[src/design/assert_macros.svh]
// Assertion macros shared by the Playfair encryptor RTL.
// Included by every module that carries concurrent assertions.
`ifndef ASSERT_MACROS_SVH
`define ASSERT_MACROS_SVH

`ifndef ASSERT_OFF

// Holds at every clock edge outside reset.
`define ASSERT_ALWAYS(label, clk, rst_n, expr, msg) \
    label: assert property (@(posedge clk) disable iff (!rst_n) (expr)) else $error(msg);

// Antecedent implies consequent in the same cycle.
`define ASSERT_IMPLY(label, clk, rst_n, ante, cons, msg) \
    label: assert property (@(posedge clk) disable iff (!rst_n) (ante) |-> (cons)) \
        else $error(msg);

// Antecedent implies consequent in the next cycle.
`define ASSERT_NEXT(label, clk, rst_n, ante, cons, msg) \
    label: assert property (@(posedge clk) disable iff (!rst_n) (ante) |=> (cons)) \
        else $error(msg);

`else

`define ASSERT_ALWAYS(label, clk, rst_n, expr, msg)
`define ASSERT_IMPLY(label, clk, rst_n, ante, cons, msg)
`define ASSERT_NEXT(label, clk, rst_n, ante, cons, msg)

`endif

`endif

[src/design/pf_pkg.sv]
// Types, constants and letter helpers for the Playfair encryptor.
// No dependencies; used by pf_square and playfair_digraph_encryptor.
`default_nettype none

package pf_pkg;

    localparam logic [1:0] CMD_NEW_KEY = 2'd0;
    localparam logic [1:0] CMD_KEY     = 2'd1;
    localparam logic [1:0] CMD_TEXT    = 2'd2;
    localparam logic [1:0] CMD_END     = 2'd3;

    localparam int         N_LETTERS = 26;
    localparam int         SQ_CELLS  = 25;
    localparam logic [4:0] IDX_I     = 5'd8;
    localparam logic [4:0] IDX_J     = 5'd9;
    localparam logic [4:0] IDX_X     = 5'd23;
    localparam logic [4:0] LAST_IDX  = 5'd25;
    localparam logic [4:0] FULL_CNT  = 5'd25;
    localparam logic [2:0] LAST_RC   = 3'd4;
    localparam logic [4:0] SIDE      = 5'd5;

    localparam logic [7:0] ASC_UP_A  = 8'h41;
    localparam logic [7:0] ASC_UP_Z  = 8'h5A;
    localparam logic [7:0] ASC_LO_A  = 8'h61;
    localparam logic [7:0] ASC_LO_Z  = 8'h7A;
    localparam logic [6:0] ASC7_A    = 7'h41;

    typedef struct packed {
        logic [1:0] cmd;
        logic [7:0] letter;
    } t_in;

    typedef struct packed {
        logic [6:0] cipher_letter;
        logic       pair_end;
    } t_out;

    typedef struct packed {
        logic       ok;
        logic [4:0] idx;
    } t_fold;

    // Control from the sequencer to the square store.
    typedef struct packed {
        logic       clear;
        logic       place;
        logic [4:0] place_idx;
    } t_sq_ctrl;

    function automatic t_fold fold_letter(input logic [7:0] b);
        t_fold f;
        f.ok  = 1'b1;
        f.idx = 5'd0;
        if (b >= ASC_UP_A && b <= ASC_UP_Z) begin
            f.idx = 5'(b - ASC_UP_A);
        end else if (b >= ASC_LO_A && b <= ASC_LO_Z) begin
            f.idx = 5'(b - ASC_LO_A);
        end else begin
            f.ok = 1'b0;
        end
        if (f.idx == IDX_J) begin
            f.idx = IDX_I;
        end
        return f;
    endfunction

    function automatic logic [2:0] pos_row(input logic [4:0] pos);
        logic [2:0] r;
        if (pos < 5'd5) begin
            r = 3'd0;
        end else if (pos < 5'd10) begin
            r = 3'd1;
        end else if (pos < 5'd15) begin
            r = 3'd2;
        end else if (pos < 5'd20) begin
            r = 3'd3;
        end else begin
            r = 3'd4;
        end
        return r;
    endfunction

    function automatic logic [2:0] pos_col(input logic [4:0] pos);
        logic [4:0] base;
        base = 5'({2'b00, pos_row(pos)} * SIDE);
        return 3'(pos - base);
    endfunction

    function automatic logic [2:0] wrap_inc(input logic [2:0] v);
        return (v == LAST_RC) ? 3'd0 : 3'(v + 3'd1);
    endfunction

    function automatic logic [4:0] cell_addr(input logic [2:0] r, input logic [2:0] c);
        return 5'({2'b00, r} * SIDE) + {2'b00, c};
    endfunction

endpackage

`default_nettype wire

[src/design/pf_square.sv]
// Key square store: cell table and letter position memories, used flags
// and fill count, with one placement unit. Depends on pf_pkg.
`default_nettype none
`include "assert_macros.svh"

module pf_square (
    input  wire logic              i_clk,
    input  wire logic              i_rst_n,
    input  wire pf_pkg::t_sq_ctrl  i_ctrl,
    input  wire logic [4:0]        i_pos_addr_a,
    input  wire logic [4:0]        i_pos_addr_b,
    input  wire logic [4:0]        i_cell_addr_a,
    input  wire logic [4:0]        i_cell_addr_b,
    output logic [4:0]             o_pos_a,
    output logic [4:0]             o_pos_b,
    output logic [4:0]             o_cell_a,
    output logic [4:0]             o_cell_b
);
    import pf_pkg::*;

    logic [4:0]           cell_mem [SQ_CELLS];
    logic [4:0]           pos_mem  [N_LETTERS];
    logic [N_LETTERS-1:0] r_used;
    logic [N_LETTERS-1:0] n_used;
    logic [4:0]           r_fill;
    logic [4:0]           n_fill;
    logic                 do_place;

    // A letter takes the next cell only if it is new and a cell is free.
    assign do_place = i_ctrl.place && !i_ctrl.clear && (i_ctrl.place_idx <= LAST_IDX)
                      && !r_used[i_ctrl.place_idx] && (r_fill < FULL_CNT);

    always_comb begin
        n_used = r_used;
        n_fill = r_fill;
        if (i_ctrl.clear) begin
            n_used = '0;
            n_fill = 5'd0;
        end else if (do_place) begin
            n_used[i_ctrl.place_idx] = 1'b1;
            n_fill = 5'(r_fill + 5'd1);
        end
    end

    always_ff @(posedge i_clk) begin
        if (!i_rst_n) begin
            r_used <= '0;
            r_fill <= 5'd0;
        end else begin
            r_used <= n_used;
            r_fill <= n_fill;
        end
    end

    always_ff @(posedge i_clk) begin
        if (do_place) begin
            cell_mem[r_fill]          <= i_ctrl.place_idx;
            pos_mem[i_ctrl.place_idx] <= r_fill;
        end
        o_pos_a  <= pos_mem[i_pos_addr_a];
        o_pos_b  <= pos_mem[i_pos_addr_b];
        o_cell_a <= cell_mem[i_cell_addr_a];
        o_cell_b <= cell_mem[i_cell_addr_b];
    end

    `ASSERT_ALWAYS(a_fill_matches_used, i_clk, i_rst_n, ($countones(r_used) == int'(r_fill)), "fill count differs from used letters")
    `ASSERT_ALWAYS(a_fill_bound, i_clk, i_rst_n, (r_fill <= FULL_CNT), "fill count beyond square size")
    `ASSERT_ALWAYS(a_j_never_used, i_clk, i_rst_n, (!r_used[IDX_J]), "letter J placed in square")

endmodule

`default_nettype wire

[src/design/playfair_digraph_encryptor.sv]
// Top level of the Playfair encryptor: command sequencer, pairing logic
// and two-entry result register. Depends on pf_pkg and pf_square.
//
//  channel | direction | handshake                 | payload
//  input   | in        | i_in_valid / o_in_ready   | i_in  (cmd, letter)
//  output  | out       | o_out_valid / i_out_ready | o_out (cipher_letter, pair_end)
//
// New key and key letter commands are handled without leaving S_IDLE. The first text letter or
// end of message after a key walks the alphabet through the placement unit
// in S_FILL. A text letter that completes a pair passes through pair
// selection, two position reads, two cell reads and the result load.
// Reset is synchronous and active low; the square is unusable until a key
// or text arrives. A stalled output holds the sequencer only at the load.
`default_nettype none
`include "assert_macros.svh"

module playfair_digraph_encryptor (
    input  wire logic          i_clk,
    input  wire logic          i_rst_n,
    input  wire logic          i_in_valid,
    output logic               o_in_ready,
    input  wire pf_pkg::t_in   i_in,
    output logic               o_out_valid,
    input  wire logic          i_out_ready,
    output pf_pkg::t_out       o_out
);
    import pf_pkg::*;

    typedef enum logic [5:0] {
        S_IDLE = 6'b000001,
        S_FILL = 6'b000010,
        S_TEXT = 6'b000100,
        S_POS  = 6'b001000,
        S_CELL = 6'b010000,
        S_EMIT = 6'b100000
    } t_state;

    t_state     r_state, n_state;
    logic [1:0] r_cmd, n_cmd;
    logic [4:0] r_idx, n_idx;
    logic       r_complete, n_complete;
    logic       r_pend, n_pend;
    logic [4:0] r_pend_letter, n_pend_letter;
    logic [4:0] r_walk, n_walk;
    logic [4:0] r_let_a, n_let_a;
    logic [4:0] r_let_b, n_let_b;
    t_out       r_out_q0, n_out_q0;
    t_out       r_out_q1, n_out_q1;
    logic [1:0] r_out_cnt, n_out_cnt;

    t_sq_ctrl   sq_ctrl;
    t_fold      fold;
    logic       in_xfer;
    logic       out_xfer;
    logic [4:0] pos_a, pos_b, cell_a, cell_b;
    logic [2:0] r1, c1, r2, c2;
    logic [4:0] caddr_a, caddr_b;

    assign fold       = fold_letter(i_in.letter);
    assign o_in_ready = (r_state == S_IDLE);
    assign in_xfer    = i_in_valid && o_in_ready;
    assign o_out_valid = (r_out_cnt != 2'd0);
    assign o_out      = r_out_q0;
    assign out_xfer   = o_out_valid && i_out_ready;

    // Same-row, same-column and rectangle rules on the registered positions.
    always_comb begin
        r1 = pos_row(pos_a);
        c1 = pos_col(pos_a);
        r2 = pos_row(pos_b);
        c2 = pos_col(pos_b);
        if (r1 == r2) begin
            caddr_a = cell_addr(r1, wrap_inc(c1));
            caddr_b = cell_addr(r2, wrap_inc(c2));
        end else if (c1 == c2) begin
            caddr_a = cell_addr(wrap_inc(r1), c1);
            caddr_b = cell_addr(wrap_inc(r2), c2);
        end else begin
            caddr_a = cell_addr(r1, c2);
            caddr_b = cell_addr(r2, c1);
        end
    end

    pf_square u_square (
        .i_clk         (i_clk),
        .i_rst_n       (i_rst_n),
        .i_ctrl        (sq_ctrl),
        .i_pos_addr_a  (r_let_a),
        .i_pos_addr_b  (r_let_b),
        .i_cell_addr_a (caddr_a),
        .i_cell_addr_b (caddr_b),
        .o_pos_a       (pos_a),
        .o_pos_b       (pos_b),
        .o_cell_a      (cell_a),
        .o_cell_b      (cell_b)
    );

    always_comb begin
        n_state       = r_state;
        n_cmd         = r_cmd;
        n_idx         = r_idx;
        n_complete    = r_complete;
        n_pend        = r_pend;
        n_pend_letter = r_pend_letter;
        n_walk        = r_walk;
        n_let_a       = r_let_a;
        n_let_b       = r_let_b;
        n_out_q0      = r_out_q0;
        n_out_q1      = r_out_q1;
        n_out_cnt     = r_out_cnt;
        sq_ctrl       = '0;

        if (out_xfer) begin
            n_out_q0  = r_out_q1;
            n_out_cnt = 2'(r_out_cnt - 2'd1);
        end

        case (r_state)
            S_IDLE: begin
                if (in_xfer) begin
                    n_cmd  = i_in.cmd;
                    n_idx  = fold.idx;
                    n_walk = 5'd0;
                    case (i_in.cmd)
                        CMD_NEW_KEY: begin
                            sq_ctrl.clear = 1'b1;
                            n_complete    = 1'b0;
                            n_pend        = 1'b0;
                        end
                        CMD_KEY: begin
                            sq_ctrl.place     = !r_complete && fold.ok;
                            sq_ctrl.place_idx = fold.idx;
                        end
                        CMD_TEXT: begin
                            if (fold.ok) begin
                                n_state = r_complete ? S_TEXT : S_FILL;
                            end
                        end
                        default: begin
                            n_state = r_complete ? S_TEXT : S_FILL;
                        end
                    endcase
                end
            end
            S_FILL: begin
                // One alphabet letter per cycle through the placement unit.
                sq_ctrl.place     = (r_walk != IDX_J);
                sq_ctrl.place_idx = r_walk;
                n_walk            = 5'(r_walk + 5'd1);
                if (r_walk == LAST_IDX) begin
                    n_complete = 1'b1;
                    n_state    = S_TEXT;
                end
            end
            S_TEXT: begin
                n_state = S_IDLE;
                if (r_cmd == CMD_TEXT) begin
                    if (!r_pend) begin
                        n_pend        = 1'b1;
                        n_pend_letter = r_idx;
                    end else begin
                        n_let_a = r_pend_letter;
                        n_state = S_POS;
                        // A doubled letter gets an X and starts the next pair.
                        if (r_pend_letter == r_idx) begin
                            n_let_b = IDX_X;
                        end else begin
                            n_let_b = r_idx;
                            n_pend  = 1'b0;
                        end
                    end
                end else if (r_pend) begin
                    n_let_a = r_pend_letter;
                    n_let_b = IDX_X;
                    n_pend  = 1'b0;
                    n_state = S_POS;
                end
            end
            S_POS: begin
                n_state = S_CELL;
            end
            S_CELL: begin
                n_state = S_EMIT;
            end
            S_EMIT: begin
                if (r_out_cnt == 2'd0) begin
                    n_out_q0.cipher_letter = ASC7_A + {2'b00, cell_a};
                    n_out_q0.pair_end      = 1'b0;
                    n_out_q1.cipher_letter = ASC7_A + {2'b00, cell_b};
                    n_out_q1.pair_end      = 1'b1;
                    n_out_cnt              = 2'd2;
                    n_state                = S_IDLE;
                end
            end
            default: begin
                n_state = S_IDLE;
            end
        endcase
    end

    always_ff @(posedge i_clk) begin
        if (!i_rst_n) begin
            r_state       <= S_IDLE;
            r_complete    <= 1'b0;
            r_pend        <= 1'b0;
            r_pend_letter <= 5'd0;
            r_out_cnt     <= 2'd0;
        end else begin
            r_state       <= n_state;
            r_complete    <= n_complete;
            r_pend        <= n_pend;
            r_pend_letter <= n_pend_letter;
            r_out_cnt     <= n_out_cnt;
        end
    end

    always_ff @(posedge i_clk) begin
        r_cmd    <= n_cmd;
        r_idx    <= n_idx;
        r_walk   <= n_walk;
        r_let_a  <= n_let_a;
        r_let_b  <= n_let_b;
        r_out_q0 <= n_out_q0;
        r_out_q1 <= n_out_q1;
    end

    `ASSERT_NEXT(a_emit_loads_pair, i_clk, i_rst_n, (r_state == S_EMIT && r_out_cnt == 2'd0), (r_out_cnt == 2'd2 && r_state == S_IDLE), "result pair not loaded")
    `ASSERT_IMPLY(a_pair_needs_square, i_clk, i_rst_n, (r_state == S_POS || r_state == S_CELL || r_state == S_EMIT), r_complete, "pair encrypted before square complete")
    `ASSERT_IMPLY(a_pair_order, i_clk, i_rst_n, (r_out_cnt == 2'd2), (!r_out_q0.pair_end && r_out_q1.pair_end), "pair letters out of order")
    `ASSERT_IMPLY(a_walk_bound, i_clk, i_rst_n, (r_state == S_FILL), (r_walk <= LAST_IDX && !r_complete), "alphabet walk out of range")

endmodule

`default_nettype wire
[config.mk]
export PLATFORM = sky130hd
export DESIGN_NAME = playfair_digraph_encryptor
export DESIGN_NICKNAME = d
export VERILOG_FILES = /design/src/design/pf_pkg.sv /design/src/design/pf_square.sv /design/src/design/playfair_digraph_encryptor.sv
export VERILOG_INCLUDE_DIRS = /design/src /design/src/design
export SDC_FILE = /design/constraint.sdc
export NUM_CORES = 1
export LEC_CHECK = 0
export BUFFER_PORTS_ARGS = -buffer_cell sky130_fd_sc_hd__buf_2
export CAP_MARGIN = 20
export CELL_PAD_IN_SITES_DETAIL_PLACEMENT = 0
export CELL_PAD_IN_SITES_GLOBAL_PLACEMENT = 2
export CORE_ASPECT_RATIO = 1.75
export CORE_MARGIN = 8
export CORE_UTILIZATION = 45
export DETAILED_ROUTE_END_ITERATION = 12
export PLACE_DENSITY = 0.83
export SLEW_MARGIN = 15
export SYNTH_ARGS = -nofsm -noshare
export SYNTH_HDL_FRONTEND = slang
export SYNTH_SLANG_ARGS = --single-unit
[constraint.sdc]
create_clock -name i_clk -period 6.3 [get_ports i_clk]
set_clock_uncertainty 0.1 [all_clocks]
set_input_delay 0.315 -clock i_clk [delete_from_list [all_inputs] [get_ports i_clk]]
set_output_delay 0.315 -clock i_clk [all_outputs]
set_load 0.05 [all_outputs]
==> summary.md, run 1 <==
| Metric | Value |
|---|---|
| Most numerous cell in the Yosys netlist | edfxtp_1 |
| Post-CTS Hold Buffers | 3 |
| Post-synthesis async set-or-reset flop share | 0% |
| Leakage power | 0.006913 uW |
| Vias in the first global route | 12401 |
| Detailed placement HPWL | 39510 um |
| Starting density of the core | 45.38% |
| Crit path largest cell delay | 0.74 ns |
| IO Pins | 24 |
| Worst-path clk slew | 0.07 ns |
| # rows | 98 |
| Cell accounting for the most synthesized area | edfxtp_1 |
| Global-route wire length before repair | 76870 um |
| Worst Hold Endpoint | r_complete |
| Die area | 0.04805 mm2 |
| Final Cycle Share | 88.40% |
| Number of synthesized register bits | 357 |
| Drt drc | 0 |
| Reg2reg start | u_square.o_pos_b[2] |
| Cell family with most CP delay | compound AO/OA/AOI/OAI gates |
| Reg2Reg Setup Slack | 0.73 ns |
| Crit path capture type | flip-flop |
| Via count | 11661 |
| Skew-Pair Late Insertion Delay | 0.59 ns |
| Clock sinks | 357 |
| Hold path depth | 4 |
| Mapped Cells | 1332 |
| Clk root buf | clkbuf_16 |
| GPL Wtd Cong | 0.9947 |
| Fin. Hold Viols | 0 |
| Antenna violations before repair | 1 |
| Grt ovf | 0 |
| Drt first pass iters | 5 |
| Avg Cell Area, Syn | 13.87 um2 |
| Hold Path Class | input pin to flip-flop |
| Max VDD drop | 0.0003009 V |
| GRT Util Overall | 21.45% |
| Fin crit period | 5.569 ns |
| Initial DRC Count | 649 |
| # setup viols final | 0 |
| Via-to-Cell Ratio | 5.889 |
| Post-Route WL | 51400 um |
| Die width | 169.2 um |
| Setup TNS | 0 ns |
| I/O Buffers | 23 |
| Hold_sp | i_in_valid |
| Post-synthesis sequential area ratio | 54.02% |
| Design Power | 5250 uW |
| Inst Count DP | 1918 |
| Status | completed |
| H-tree Lvls | 1 |
| R2R depth | 16 |
| Largest net degree at the start of global routing | 38 |
| Crit start category | flip-flop |
| TritonCTS Buffers | 31 |
| Bufs and invs on worst path | 2 |
| CTS Buffer Depth | 3 |
| Number of synthesized flops with an enable pin | 283 |
| Power Density | 254.3 mW/mm2 |
| Core area | 0.04071 mm2 |
| R2r endpoint | u_square.o_cell_b[3] |
| Post-route antenna net violation count | 0 |
| Synth warn | 0 |
| Slew headroom | 35.46% |
| Max cap viols | 0 |
| CTS tree | yes |
| Worst Max-Slew Pin Slew | 0.9681 ns |
| Worst Path Arrival | 5.92 ns |
| Critical path's slowest cell | a211oi_1 |
| CP Depth | 16 |
| CP required | 6.65 ns |
| Critical Path, Cell by Cell | o21ai_0, o31ai_2, inv_1, ha_1, inv_1, fa_1, xnor3_1, mux2_2, ha_1, nor2b_1, a221o_1, a211oi_1, mux2i_1, and2_1, a22oi_1, o2bb2ai_1 |
| Critical path class | flip-flop to flip-flop |
| Fin Hold WS | 0.1376 ns |
| Max frequency | 0.1796 GHz |
| Post-Syn Nets | 1406 |
| Area contributors post-synth | edfxtp_1 46%, mux4_2 13%, dfxtp_1 8.0% |
| Commonest cells post-synth | 283 x edfxtp_1, 105 x mux4_2, 84 x nand2_1 |
| Postcts setup bufs | 0 |
| Synthesized cell area | 0.01847 mm2 |
| Net count, final | 1478 |
| Non-Filler Instances | 1980 |
| Proportion of layout cells with a drive suffix above 1 | 23.86% |
| Avg WL per Cell | 25.96 um |
| Top_reg_cell synth | edfxtp_1 |
| Post-CTS Resized | 0 |
| Synth top area share | 46.00% |
| Final Slew Violations | 0 |
| Die Ht | 284.0 um |
| Final core utilization | 50.71% |
| P&R area growth vs syn | 11.76% |
| Crit Path Max Fanout | 10 |
| Unrepaired setup endpoints after global routing | no |
| Yosys cell types | 78 |
[sequential cells by signal (all words and copies together), names as in the netlist, 6 cells and up]
name / flops
o_out: 8
r_out_q1: 6
r_state: 6
u_square.cell_mem: 125
u_square.pos_mem: 130
u_square.r_used: 26
[through the flow]
stage          cell area (um2)  setup WS, ns
6_report                 20640        0.7311
5_1_grt                  20640        0.3391
4_1_cts                  20640        0.8563
3_5_place_dp             19560        0.8498
3_3_place_gp             19550        0.9476
2_1_floorplan            18470         1.330
[kinds of logic after synthesis]
kind of cell	count (synthesis)	share of synthesized area [%]
AOI/OAI and AO/OA	246	9.266
and+or+nand+nor	326	9.706
muxes	191	17.68
xor gates and xnor gates	47	2.418
buffers and inverters	105	2.520
adders and majority gates	60	4.389
DFF	357	54.02
[cells in the final DEF (no fill, tap or decap), drive strengths merged, types with 15 or more instances in the layout]
| cell | Yosys | routed |
|---|---|---|
| a211oi | 24 | 24 |
| a21boi | 15 | 15 |
| a21oi | 37 | 37 |
| buf | 25 | 97 |
| clkbuf | 36 | 37 |
| dfxtp | 74 | 74 |
| edfxtp | 283 | 283 |
| ha | 52 | 52 |
| inv | 42 | 48 |
| mux2 | 32 | 32 |
| mux2i | 54 | 54 |
| mux4 | 105 | 105 |
| nand2 | 84 | 84 |
| nand3 | 38 | 38 |
| nor2 | 73 | 73 |
| nor2b | 23 | 23 |
| nor3 | 35 | 35 |
| o211ai | 22 | 22 |
| o21a | 35 | 35 |
| o21ai | 45 | 45 |
| xnor2 | 32 | 32 |
[tightest hold or removal path, cell delays in order]
cell	delay, ns
buf_2	0.11
o21ai_0	0.11
o22ai_1	0.12
and2_1	0.13
[final cells by class]
type / count / area, um2
flip-flops and latches: 357 / 9980
clock buffers: 37 / 870.8
clock inverters: 21 / 181.4
diodes: 1 / 2.502
multi-input cells: 870 / 8036
fillers: 3527 / 20060
well taps: 550 / 688.2
inverters: 44 / 165.2
repair buffers: 100 / 720.7
[worst max-delay path by stage]
stage | from | endpoint | slack (ns)
after floorplan | u_square.o_pos_b[1] | u_square.o_cell_b[4] | 1.33
after global placement | u_square.o_pos_b[2] | u_square.o_cell_b[4] | 0.95
after detailed placement | u_square.o_pos_b[2] | u_square.o_cell_b[4] | 0.85
after CTS | u_square.o_pos_b[2] | u_square.o_cell_b[4] | 0.86
after global routing | u_square.o_pos_b[2] | u_square.o_cell_b[3] | 0.34
final | u_square.o_pos_b[2] | u_square.o_cell_b[3] | 0.73
[routing by layer]
metal / vias to the layer above / global-route usage, % / part of all wire (%)
li1: 5357 / - / -
met1: 5857 / 20.21 / 33
met2: 307 / 42.48 / 57
met3: 140 / 2.103 / 2.9
met4: 0 / 13.66 / 6.9
met5: - / 0 / 0
[where the power goes]
group / leakage (uW) / switching (uW) / internal, uW
combinational: 0.00329 / 420 / 203
clock: 0.000517 / 893 / 1050
sequential: 0.00311 / 65.3 / 2620
total: 0.00691 / 1380 / 3870
No activity file was read; power rests on OpenSTA's default activity.
==> run 2, diff against run 1 <==
--- a/config.mk
+++ b/config.mk
@@ -16,5 +16,5 @@
 export DETAILED_ROUTE_END_ITERATION = 12
 export PLACE_DENSITY = 0.83
-export SLEW_MARGIN = 15
+export SLEW_MARGIN = 20
 export SYNTH_ARGS = -nofsm -noshare
 export SYNTH_HDL_FRONTEND = slang
--- a/constraint.sdc
+++ b/constraint.sdc
@@ -3,3 +3,3 @@
 set_input_delay 0.315 -clock i_clk [delete_from_list [all_inputs] [get_ports i_clk]]
 set_output_delay 0.315 -clock i_clk [all_outputs]
-set_load 0.05 [all_outputs]
+set_load 0.02 [all_outputs]
==> summary.md, run 2 (synthesis gave the netlist of run 1 again) <==
| Metric | Value |
|---|---|
| Status | completed |
| Die width | 169.2 um (unchanged) |
| Largest net degree at the start of global routing | 38 (unchanged) |
| Global-route wire length before repair | 77460 um (+0.76%) |
| Initial DRC Count | 635 (-2.2%) |
| Fill count | 3590 (+1.8%) |
| Via count | 11706 (+0.39%) |
| IO Pins | 24 (unchanged) |
| Antenna violations before repair | 1 (unchanged) |
| CTS Buffer Depth | 3 (unchanged) |
| H-tree Lvls | 1 (unchanged) |
| Max cap viols | 0 (unchanged) |
| Worst Path Arrival | 5.91 ns (about the same) |
| R2r endpoint | u_square.o_cell_b[0] |
| Max reg flops | 130 (unchanged) |
| Critical path's slowest cell | a211oi_1 |
| Fin. Hold Viols | 0 (unchanged) |
| Crit start category | flip-flop |
| P&R area growth vs syn | 11.67% (about the same) |
| Hold path depth | 4 (unchanged) |
| Slew headroom | 36.19% (+0.73 points) |
| Most common cell after layout, fill and taps aside | edfxtp_1 |
| Via-to-Cell Ratio | 5.918 (+0.49%) |
| CTS tree | yes |
| Leakage power | 0.006904 uW (-0.12%) |
| Drt drc | 0 (unchanged) |
| Net count, final | 1477 (-0.068%) |
| Final Slew Violations | 0 (unchanged) |
| Setup TNS | 0 ns (unchanged) |
| Starting density of the core | 45.38% (unchanged) |
| Top reg by flops | u_square.pos_mem |
| Worst-path clk slew | 0.07 ns (about the same) |
| Post-Route WL | 51610 um (+0.41%) |
| Skew-Pair Late Insertion Delay | 0.60 ns (about the same) |
| Power Density | 252.8 mW/mm2 (-0.57%) |
| GRT Util Overall | 21.56% (+0.11 points) |
| Hold Path Class | input pin to flip-flop |
| Most frequent cells in the layout | 283 x edfxtp_1, 105 x mux4_2, 83 x nand2_1 |
| Grt ovf | 0 (unchanged) |
| Die area | 0.04805 mm2 (unchanged) |
| Biggest regs | u_square.pos_mem (130), u_square.cell_mem (125), u_square.r_used (26) |
| Detailed placement HPWL | 39510 um (about the same) |
| # setup viols final | 0 (unchanged) |
| Core area | 0.04071 mm2 (unchanged) |
| Max frequency | 0.1814 GHz (+1.0%) |
| I/O Buffers | 23 (unchanged) |
| Unrepaired setup endpoints after global routing | no |
| Crit path largest cell delay | 0.71 ns (-0.03 ns) |
| Inst Count DP | 1917 (-0.052%) |
| Proportion of layout cells with a drive suffix above 1 | 23.55% (-0.32 points) |
| Final Cycle Share | 87.48% (-0.92 points) |
| # rows | 98 (unchanged) |
| Fin crit period | 5.511 ns (-0.05771 ns) |
| Reg2Reg Setup Slack | 0.79 ns (+0.06 ns) |
| CP required | 6.70 ns (+0.05 ns) |
| Crit path launch | u_square.o_pos_b[2] |
| Post-route antenna net violation count | 0 (unchanged) |
| Post-CTS Resized | 0 (unchanged) |
| Non-Filler Instances | 1978 (-0.10%) |
| R2R depth | 16 (unchanged) |
| Crit Path Max Fanout | 10 (unchanged) |
| Critical Path, Cell by Cell | o21ai_0, o31ai_2, inv_1, ha_1, inv_1, fa_1, xnor3_1, mux2_2, ha_1, nor2b_1, a221o_1, a211oi_1, mux2_2, nor2_1, a32o_1, a211o_1 |
| Reg2reg start | u_square.o_pos_b[2] |
| Fin Hold WS | 0.1228 ns (-0.01479 ns) |
| GPL Wtd Cong | 0.9947 (unchanged) |
| Die Ht | 284.0 um (unchanged) |
| Clk root buf | clkbuf_16 |
| Max VDD drop | 0.0002302 V (-23%) |
| TritonCTS Buffers | 31 (unchanged) |
| Crit path capture | u_square.o_cell_b[0] |
| Clock sinks | 357 (unchanged) |
| Critical path class | flip-flop to flip-flop |
| Worst Max-Slew Pin Slew | 0.9503 ns (-0.01775 ns) |
| Crit path capture type | flip-flop |
| Avg WL per Cell | 26.09 um (+0.51%) |
| Drt first pass iters | 7 (+2) |
| Vias in the first global route | 12419 (+0.15%) |
==> run 2: cell types whose count changed in the layout (fill, tap and decap cells not counted), sizes merged <==
cell      delta
clkinv       -3
bufinv       +2
clkbuf       +2
buf          -1
clkinvlp     -1
inv          -1
==> run 2: how the worst min path moves through the flow <==
| stage | from | to | slack, ns |
|---|---|---|---|
| global placement | o_out[7] | o_out[7] | 0.33 |
| CTS | i_out_ready | r_out_cnt[1] | 0.10 |
| finish | i_out_ready | r_out_cnt[1] | 0.12 |
| floorplan | i_in[8] | r_cmd[0] | 0.31 |
| detailed placement | o_out[7] | o_out[7] | 0.33 |
| global route | i_in_valid | r_complete | 0.18 |
==> run 2: timing repair <==
item                      in CTS  in global routing
setup buffers                  0                  0
hold buffers                   3                  0
hold endpoints to repair       5                  0
==> run 2: area by class of cell <==
class | instances | area, um2 | area share [%]
repair buffers | 99 | 705.7 | 3.421
diodes | 1 | 2.502 | 0.01213
clock inverters | 18 | 192.7 | 0.9341
inverters | 44 | 165.2 | 0.8006
multi-input cells | 870 | 8038 | 38.96
flip-flops and latches | 357 | 9980 | 48.38
well taps | 550 | 688.2 | 3.336
clock buffers | 39 | 857.1 | 4.155
==> run 2: layer usage <==
metal  up-vias  wire, um  global-route usage [%]
li1       5351         -                       -
met5         -         0                       0
met4         0      3746                   14.28
met2       321     29250                   42.10
met1      5868     16960                   20.52
met3       166      1659                   2.284
==> run 2: power by group <==
| part | total (uW) | internal (uW) | leakage (uW) | switching, uW |
|---|---|---|---|---|
| logic | 553 | 202 | 0.00328 | 352 |
| registers | 2690 | 2620 | 0.00311 | 65.3 |
| clock network | 1980 | 1100 | 0.000515 | 882 |
==> run 2: worst max-delay path: cells and delay by family, from the launching register on <==
family,cells,cell delay (ns)
DFF,1,0.37
and+or+nand+nor,2,0.24
muxes,2,0.76
buffers and inverters,2,0.36
xor gates and xnor gates,1,0.56
AOI/OAI and AO/OA,6,2.13
adders and majority gates,3,0.90
==> run 2: through the flow <==
stage	total power (uW)	utilization, %	instance area, um2	setup slack, ns
floorplan	3093	-	18470	1.330
CTS	5257	50.67	20630	0.8636
global placement	3291	48.01	19550	0.9476
finish	5216	50.67	20630	0.7888
global route	5374	50.67	20630	0.4382
detailed placement	3297	48.01	19550	0.8453
